## src/spcr_pkg.sv

```systemverilog
// ----------------------------------------------------------------------------
// spcr_pkg
// Shared types, codes and helper functions of the serial port control block.
// ----------------------------------------------------------------------------
package spcr_pkg;

  localparam int unsigned CtlW  = 16;
  localparam int unsigned CntW  = 14;
  localparam int unsigned CycW  = 20;
  localparam int unsigned CmdW  = 2;
  localparam int unsigned DevW  = 3;
  localparam int unsigned PlyrW = 2;
  localparam int unsigned ModeW = 3;

  localparam logic [CmdW-1:0] CmdWriteMode = 2'd0;
  localparam logic [CmdW-1:0] CmdWriteCtl  = 2'd1;
  localparam logic [CmdW-1:0] CmdTick      = 2'd2;
  localparam logic [CmdW-1:0] CmdNop       = 2'd3;

  localparam logic [ModeW-1:0] ModeNormal = 3'd0;
  localparam logic [ModeW-1:0] ModeMulti  = 3'd1;
  localparam logic [ModeW-1:0] ModeUart   = 3'd2;
  localparam logic [ModeW-1:0] ModeGpio   = 3'd3;
  localparam logic [ModeW-1:0] ModeJoybus = 3'd4;

  localparam logic [DevW-1:0] DevNone   = 3'd0;
  localparam logic [DevW-1:0] DevRfu    = 3'd1;
  localparam logic [DevW-1:0] DevRumble = 3'd2;
  localparam logic [DevW-1:0] DevLink   = 3'd3;

  localparam logic [0:0] CfgDevice = 1'b0;
  localparam logic [0:0] CfgPlayer = 1'b1;

  localparam logic [CntW-1:0] CycFast   = 14'd67;
  localparam logic [CntW-1:0] CycSlow   = 14'd524;
  localparam logic [CntW-1:0] CycRumble = 14'd8192;

  localparam logic [CtlW-1:0] MaskNormal = 16'h7FFB;
  localparam logic [CtlW-1:0] MaskMulti  = 16'h7F83;
  localparam logic [CtlW-1:0] MaskUart   = 16'h7F8F;
  localparam logic [CtlW-1:0] MaskGpio   = 16'h7000;
  localparam logic [CtlW-1:0] MultiBits  = 16'h007C;

  typedef struct packed {
    logic [CtlW-1:0] ctl;
    logic [CtlW-1:0] mode;
    logic [CntW-1:0] cnt;
  } state_t;

  typedef struct packed {
    logic [CtlW-1:0] ctl;
    logic [CtlW-1:0] mode;
    logic            irq;
    logic [CntW-1:0] cnt;
    logic            dev_reset;
    logic            lnk;
  } result_t;

  function automatic logic [ModeW-1:0] decode_mode(logic [CtlW-1:0] ctl,
                                                   logic [CtlW-1:0] md);
    logic [ModeW-1:0] m;
    begin
      if (md[15]) begin
        m = md[14] ? ModeJoybus : ModeGpio;
      end else if (ctl[13]) begin
        m = ctl[12] ? ModeUart : ModeMulti;
      end else begin
        m = ModeNormal;
      end
      return m;
    end
  endfunction

  function automatic logic [CtlW-1:0] enter_mode(logic [ModeW-1:0] m,
                                                 logic [CtlW-1:0] ctl,
                                                 logic [PlyrW-1:0] pn);
    logic [CtlW-1:0] r;
    begin
      r = ctl;
      if (m == ModeNormal) begin
        r[2] = 1'b0;
      end else if (m == ModeMulti) begin
        r      = ctl & ~MultiBits;
        r[2]   = (pn != '0);
        r[5:4] = pn;
        r[3]   = 1'b1;
      end
      return r;
    end
  endfunction

  function automatic logic [CtlW-1:0] write_mask(logic [ModeW-1:0] m);
    logic [CtlW-1:0] mk;
    begin
      unique case (m)
        ModeNormal: mk = MaskNormal;
        ModeMulti:  mk = MaskMulti;
        ModeUart:   mk = MaskUart;
        default:    mk = MaskGpio;
      endcase
      return mk;
    end
  endfunction

  function automatic logic [CntW-1:0] short_transfer(logic [CtlW-1:0] v);
    logic [CntW-1:0] c;
    begin
      c = v[1] ? CycFast : CycSlow;
      if (v[12]) begin
        c = {c[CntW-3:0], 2'b00};
      end
      return c;
    end
  endfunction

endpackage

```

## src/serial_port_control_registers.sv

```systemverilog
// ----------------------------------------------------------------------------
// serial_port_control_registers
// Serial port control and mode registers with mode-masked writes, adapter
// handshake emulation and a transfer countdown with completion interrupt.
// ----------------------------------------------------------------------------
//  channel | direction | handshake                 | payload
//  in      | input     | in_valid_i / in_ready_o   | command, write_value, elapsed_cycles
//  out     | output    | out_valid_o / out_ready_i | control/mode value, flags, countdown
//  cfg     | input     | cfg_we_i                  | cfg_addr_i, cfg_data_i
//
//  One request per cycle sustained while out_ready_i stays high.
//  The request register feeds the update logic, which writes the state and the
//  result register in the same cycle.
//  Reset clears the control, mode and countdown state and the device settings.
//  A stalled result holds the request register; input stalls only when both are full.
// ----------------------------------------------------------------------------
module serial_port_control_registers (
  input  logic                        clk_i,
  input  logic                        rst_ni,
  input  logic                        in_valid_i,
  output logic                        in_ready_o,
  input  logic [spcr_pkg::CmdW-1:0]   command_i,
  input  logic [spcr_pkg::CtlW-1:0]   write_value_i,
  input  logic [spcr_pkg::CycW-1:0]   elapsed_cycles_i,
  output logic                        out_valid_o,
  input  logic                        out_ready_i,
  output logic [spcr_pkg::CtlW-1:0]   control_value_o,
  output logic [spcr_pkg::CtlW-1:0]   mode_value_o,
  output logic                        irq_raised_o,
  output logic [spcr_pkg::CntW-1:0]   cycles_to_event_o,
  output logic                        device_reset_o,
  output logic                        link_start_o,
  input  logic                        cfg_we_i,
  input  logic [0:0]                  cfg_addr_i,
  input  logic [spcr_pkg::DevW-1:0]   cfg_data_i
);
  import spcr_pkg::*;

  logic              req_valid_q;
  logic [CmdW-1:0]   cmd_q;
  logic [CtlW-1:0]   val_q;
  logic [CycW-1:0]   cyc_q;
  logic              out_valid_q;
  result_t           res_q;
  result_t           res_d;
  state_t            state_q;
  state_t            state_d;
  logic [DevW-1:0]   dev_q;
  logic [PlyrW-1:0]  plyr_q;
  logic              in_fire;
  logic              req_fire;

  assign req_fire   = req_valid_q && (!out_valid_q || out_ready_i);
  assign in_ready_o = !req_valid_q || req_fire;
  assign in_fire    = in_valid_i && in_ready_o;

  spcr_core u_core (
    .cmd_i   (cmd_q),
    .val_i   (val_q),
    .cyc_i   (cyc_q),
    .dev_i   (dev_q),
    .plyr_i  (plyr_q),
    .state_i (state_q),
    .state_o (state_d),
    .res_o   (res_d)
  );

  always_ff @(posedge clk_i or negedge rst_ni) begin
    if (!rst_ni) begin
      dev_q  <= DevNone;
      plyr_q <= '0;
    end else if (cfg_we_i) begin
      unique case (cfg_addr_i)
        CfgDevice: dev_q  <= cfg_data_i;
        CfgPlayer: plyr_q <= cfg_data_i[PlyrW-1:0];
        default: begin
        end
      endcase
    end
  end

  always_ff @(posedge clk_i or negedge rst_ni) begin
    if (!rst_ni) begin
      req_valid_q <= 1'b0;
      out_valid_q <= 1'b0;
      state_q     <= '0;
    end else begin
      if (in_fire) begin
        req_valid_q <= 1'b1;
      end else if (req_fire) begin
        req_valid_q <= 1'b0;
      end
      if (req_fire) begin
        out_valid_q <= 1'b1;
        state_q     <= state_d;
      end else if (out_ready_i) begin
        out_valid_q <= 1'b0;
      end
    end
  end

  always_ff @(posedge clk_i) begin
    if (in_fire) begin
      cmd_q <= command_i;
      val_q <= write_value_i;
      cyc_q <= elapsed_cycles_i;
    end
    if (req_fire) begin
      res_q <= res_d;
    end
  end

  assign out_valid_o       = out_valid_q;
  assign control_value_o   = res_q.ctl;
  assign mode_value_o      = res_q.mode;
  assign irq_raised_o      = res_q.irq;
  assign cycles_to_event_o = res_q.cnt;
  assign device_reset_o    = res_q.dev_reset;
  assign link_start_o      = res_q.lnk;

`ifndef SYNTH
  a_cnt_range: assert property (@(posedge clk_i) disable iff (!rst_ni)
    state_q.cnt <= CycRumble)
    else $error("countdown out of range");

  a_no_irq_idle: assert property (@(posedge clk_i) disable iff (!rst_ni)
    (req_fire && cmd_q == CmdTick && state_q.cnt == '0) |=> !irq_raised_o)
    else $error("interrupt without pending transfer");

  a_stall_full: assert property (@(posedge clk_i) disable iff (!rst_ni)
    !in_ready_o |-> (req_valid_q && out_valid_q))
    else $error("input stalled with free stage");

  a_result_after_fire: assert property (@(posedge clk_i) disable iff (!rst_ni)
    req_fire |=> (out_valid_q && state_q.cnt == res_q.cnt))
    else $error("result register not loaded");
`endif

endmodule

```

## src/spcr_core.sv

```systemverilog
// ----------------------------------------------------------------------------
// spcr_core
// Next-state and result logic for one request: mode and control writes with
// mode masking, adapter handshake emulation, transfer start and tick countdown.
// ----------------------------------------------------------------------------
module spcr_core (
  input  logic [spcr_pkg::CmdW-1:0]  cmd_i,
  input  logic [spcr_pkg::CtlW-1:0]  val_i,
  input  logic [spcr_pkg::CycW-1:0]  cyc_i,
  input  logic [spcr_pkg::DevW-1:0]  dev_i,
  input  logic [spcr_pkg::PlyrW-1:0] plyr_i,
  input  spcr_pkg::state_t           state_i,
  output spcr_pkg::state_t           state_o,
  output spcr_pkg::result_t          res_o
);
  import spcr_pkg::*;

  logic [ModeW-1:0] om;
  logic [ModeW-1:0] nm;
  logic [CtlW-1:0]  mk;
  logic [CtlW-1:0]  nv;
  logic             start;
  logic             internal;
  logic             idle;
  logic             irq;
  logic             dev_reset;
  logic             lnk;
  state_t           nxt;

  always_comb begin
    nxt       = state_i;
    irq       = 1'b0;
    dev_reset = 1'b0;
    lnk       = 1'b0;
    om        = decode_mode(state_i.ctl, state_i.mode);
    nm        = om;
    mk        = write_mask(om);
    nv        = state_i.ctl;
    start     = 1'b0;
    internal  = 1'b0;
    idle      = (state_i.cnt == '0);
    unique case (cmd_i)
      CmdWriteMode: begin
        nm       = decode_mode(state_i.ctl, val_i);
        nxt.mode = val_i;
        if (om != nm) begin
          nxt.ctl = enter_mode(nm, state_i.ctl, plyr_i);
        end
        dev_reset = (nm == ModeGpio) && (dev_i == DevRfu) && val_i[5] && !state_i.mode[1];
      end
      CmdWriteCtl: begin
        nm       = decode_mode(val_i, state_i.mode);
        mk       = write_mask(nm);
        nv       = (val_i & mk) | (state_i.ctl & ~mk);
        start    = nv[7];
        internal = nv[0];
        if (nm == ModeNormal) begin
          if (dev_i == DevRfu) begin
            if (start && internal && idle) begin
              nxt.cnt = short_transfer(nv);
              nv[2]   = 1'b1;
            end
            if (internal) begin
              if (nv[3] && !state_i.ctl[3]) begin
                nv[2] = 1'b0;
              end
            end else begin
              if (nv[3] && !state_i.ctl[3]) begin
                nv[2] = 1'b1;
              end
              if (!nv[3] && state_i.ctl[3]) begin
                nv[2] = 1'b0;
              end
            end
          end else if (dev_i == DevRumble) begin
            if (start && !internal && idle) begin
              nxt.cnt = CycRumble;
            end
          end else if (dev_i == DevNone) begin
            if (start && !internal && idle) begin
              nxt.cnt = short_transfer(nv);
            end
          end
        end else if (nm == ModeMulti) begin
          lnk = (dev_i == DevLink) && start && !nv[2] && idle;
        end
        nxt.ctl = (om != nm) ? enter_mode(nm, nv, plyr_i) : nv;
      end
      CmdTick: begin
        if (!idle) begin
          if ({{(CycW-CntW){1'b0}}, state_i.cnt} > cyc_i) begin
            nxt.cnt = state_i.cnt - cyc_i[CntW-1:0];
          end else begin
            nxt.cnt    = '0;
            nxt.ctl[7] = 1'b0;
            irq        = state_i.ctl[14];
          end
        end
      end
      default: begin
      end
    endcase
  end

  assign state_o         = nxt;
  assign res_o.ctl       = nxt.ctl;
  assign res_o.mode      = nxt.mode;
  assign res_o.irq       = irq;
  assign res_o.cnt       = nxt.cnt;
  assign res_o.dev_reset = dev_reset;
  assign res_o.lnk       = lnk;

endmodule
```

## config.mk

```make
export PLATFORM = sky130hd
export DESIGN_NAME = serial_port_control_registers
export DESIGN_NICKNAME = d
export VERILOG_FILES = /design/src/spcr_pkg.sv /design/src/serial_port_control_registers.sv /design/src/spcr_core.sv
export SDC_FILE = /design/constraint.sdc
export NUM_CORES = 1
export LEC_CHECK = 0
export ABC_AREA = 1
export BUFFER_PORTS_ARGS = -buffer_cell sky130_fd_sc_hd__buf_4
export CAP_MARGIN = 0
export CORE_ASPECT_RATIO = 1.1
export CORE_UTILIZATION = 35
export CTS_CLUSTER_SIZE = 40
export DETAILED_ROUTE_END_ITERATION = 6
export PLACE_DENSITY = 0.64
export SYNTH_ARGS = -nofsm -noshare
export SYNTH_HDL_FRONTEND = slang
export SYNTH_SLANG_ARGS = --single-unit
```

## constraint.sdc

```tcl
create_clock -name clk_i -period 4.85 [get_ports clk_i]
set_clock_uncertainty 0.1 [all_clocks]
set_input_delay 0 -clock clk_i [delete_from_list [all_inputs] [get_ports clk_i]]
set_output_delay 0 -clock clk_i [all_outputs]
set_load 0.02 [all_outputs]
```

==> metrics.txt <==
initial drt markers 386; ys flop type edfxtp_1; initial antenna violation count 0; area of the core 20000 um2; PnR worst setup slack 2.21 ns; site row count 54; Clock Sinks 138; initial core utilization 0.361; post-synthesis cell type count 45; largest area contributor in the netlist edfxtp_1; wire per inst 14.5 um; NetSw 1.65 mW; first-pass GRT wire length 28900 um; Max-cap violations 0; slew at the pin with the worst max-slew slack 0.837 ns; CP Class reg2reg; gpl congestion 0.809; sequential power share 0.387; Final ANT Viol Nets 0; root buf cell clkbuf_16; Synth Area in XOR/XNOR 0.00850; Netlist Area Pre-Place 7210 um2; final hold violations 0; Crit path arrival time 2.68 ns; pwr dens 488 nW/um2; startpoint types flop; total negative slack 0 ns; Non-Filler Instances 1244; Compound-Gate Fraction of Synth Area 0.0985; vias in the first global route 5839; Avg Vias per Cell 4.88; post-synthesis register bit count 138; placed cell count 1160; CTS HTree Levels 4; most frequent cell after synthesis nand2_1; final setup fails 0; post-synthesis mux area share 0; Mapped Cells 828; register area 3880 um2; max-slew violation count 0; Async S/R FF share, synth 0.377; Post-synth EDFFs 86; status finished, violations left; ranking of synthesized cells by area edfxtp_1 (36%), dfrtp_1 (18%), nand2_1 (12%); postcts setup bufs 0; CTS buffer count 17; Overall Global Routing Usage 0.176; Sw Ratio 0.364; CP max FO 6; share of layout cells above drive strength 1 0.156; largest family of logic cells by synthesized area simple AND/OR/NAND/NOR gates; peak supply drop 0.253 mV; syn_nets 897; period utilisation layout 0.545; Tightest Hold Check Type in2async; Layout Nets 1048; Slew headroom 0.442; Synth-to-Final Area Change 28.7%; Pre-antenna DRT Iters 7; CP dominant cell by count nand3_1; Post-synth top cells nand2_1 (222), inv_1 (120), edfxtp_1 (86); failing checks DRC; Multi-input gate area 2760 um2; Die W 139 um; Cell Chain, Critical Path inv_1, ha_1, inv_1, fa_1, nand3_1, nand2_1, nand3_1, nand3_1, nand2_2, nand2_1, nand3_1, a31oi_1; CTS tree built; vias after detailed routing 6069; Ys Warns 0; slowest stage delay, CP 0.42 ns; Cell Int Power 2.89 mW; Synth Area in Simple Gates 0.236; fraction of the mapped netlist area in adder cells 0.0392; fill count 1918; hpwl dp 12100 um; RSZ-0062 raised after global routing false; IO Port Bufs 96; Clk Latency, worst-skew pair 0.42 ns; post-synthesis sequential area ratio 0.539; post-synth top area share 0.358; Min Clock Period, post-route 2.64 ns; DP Worst Slack 2.22 ns; clock buffer depth 2; Syn Area/Cell 8.71 um2; largest net degree at the start of global routing 84; number of diodes 0; Setup crit end kind flop; GRT overflow 0; slowest CP cell dfrtp_1; Die Y-Extent 153 um; clk slew on worst S/H paths 0.06 ns; Die ar. 21200 um2; CP Data Required Time 4.89 ns; Leak Pwr 4.25 nW; FMAX 0.378 GHz; proportion of power drawn by the clock network 0.284; I/O Pins 98; Post-Route WL 18000 um; drt drc 7; Comb pwr share 0.329
## through the flow
step	cell area [um2]	util	power, mW	hold WS [ns]
3_5_place_dp	8190	0.409	3.21	0.0170
3_3_place_gp	8190	0.409	3.19	0.0166
4_1_cts	9280	0.464	4.55	0.103
5_1_grt	9280	0.464	4.81	0.139
2_1_floorplan	7210	-	2.75	-0.396
6_report	9280	0.464	4.53	0.0625
## sequential cells by signal, summed over array words and instances (netlist names)
register,flops
device_reset_o,1
irq_raised_o,1
dev_q,3
state_q,45
cmd_q,2
plyr_q,2
out_valid_o,1
cycles_to_event_o,14
val_q,16
cyc_q,20
req_valid_q,1
control_value_o,15
link_start_o,1
mode_value_o,16
## logic make-up after synthesis
group / Yosys count
AOI/OAI and AO/OA: 125
xor gates and xnor gates: 7
adders and majority gates: 22
buffers and inverters: 145
DFF: 138
other: 1
and+or+nand+nor: 390
## repair_timing
| item | CTS | global route |
|---|---|---|
| endpoints found under the hold margin | 97 | 0 |
| resized for setup | 0 | 0 |
| hold buffers | 52 | 0 |
## area by class of cell
type	count	area share
Multi-Input combinational cell	545	0.297
Timing Repair Buffer	153	0.138
Clock inverter	13	0.0152
Clock buffer	19	0.0466
Tap cell	252	0.0340
Inverter	124	0.0507
Sequential cell	138	0.418
## layer usage
| metal | up-vias | part of all wire | global-route usage |
|---|---|---|---|
| met5 | - | 0 | 0 |
| met4 | 0 | 0.022 | 0.0661 |
| met3 | 27 | 0.044 | 0.0365 |
| met2 | 180 | 0.49 | 0.302 |
| met1 | 2823 | 0.44 | 0.217 |
| li1 | 3039 | - | - |
## power by group through the flow
stage | logic [mW] | clock network [mW] | registers [mW]
global placement | 1.42 | 0 | 1.77
detailed placement | 1.44 | 0 | 1.77
CTS | 1.49 | 1.31 | 1.75
floorplan | 0.928 | 0 | 1.82
finish | 1.49 | 1.29 | 1.75
global route | 1.68 | 1.35 | 1.78
## layout by cell type, fill, tap and decap left out, types with 2 or more instances in the layout
| cell type | instances |
|---|---|
| buf_4 | 101 |
| o21ai_2 | 2 |
| a21boi_0 | 5 |
| inv_2 | 2 |
| o21ai_0 | 62 |
| nand4_1 | 13 |
| o211ai_1 | 9 |
| nor3_1 | 4 |
| ha_1 | 21 |
| nand2_1 | 222 |
| dfrtp_1 | 52 |
| o21bai_1 | 5 |
| nand2_2 | 3 |
| inv_4 | 2 |
| and2_1 | 4 |
| clkinv_2 | 2 |
| nand3_1 | 65 |
| inv_1 | 118 |
| xnor2_1 | 4 |
| edfxtp_1 | 86 |
| clkinv_1 | 3 |
| nor2_4 | 2 |
| o22ai_1 | 2 |
| clkbuf_16 | 17 |
| nor2_1 | 59 |
| inv_6 | 5 |
| or2_2 | 3 |
| dlygate4sd3_1 | 52 |
| nand2_4 | 2 |
| a31oi_1 | 7 |
| nor2_2 | 4 |
| clkinvlp_4 | 2 |
| a21oi_1 | 30 |
| xor2_1 | 3 |
| clkbuf_1 | 2 |
| nand3b_1 | 3 |
| bufinv_16 | 2 |
## path summary, 6_finish.rpt
path                              startpoint                    to  slack [ns]  cells after the start
setup / recovery                  state_q[0]  cycles_to_event_o[1]        2.21                     12
hold / removal                        rst_ni           state_q[24]        0.06                      2
setup reg to reg                  state_q[0]  cycles_to_event_o[1]        2.21                     12
hold reg to reg                     dev_q[0]              dev_q[0]        0.40                      2
max in group asynchronous             rst_ni           state_q[10]        4.07                      2
min in group clk_i         write_value_i[15]             val_q[15]        0.19                      2
## critical path, delay by kind of cell (launching register included)
| kind | cells | cell delay (ns) |
|---|---|---|
| simple gates | 7 | 0.99 |
| fa+ha+maj | 2 | 0.56 |
| flops | 1 | 0.42 |
| buf+inv | 2 | 0.18 |
| compound gates | 1 | 0.11 |
Note: power is estimated with default switching activity, not from simulation.
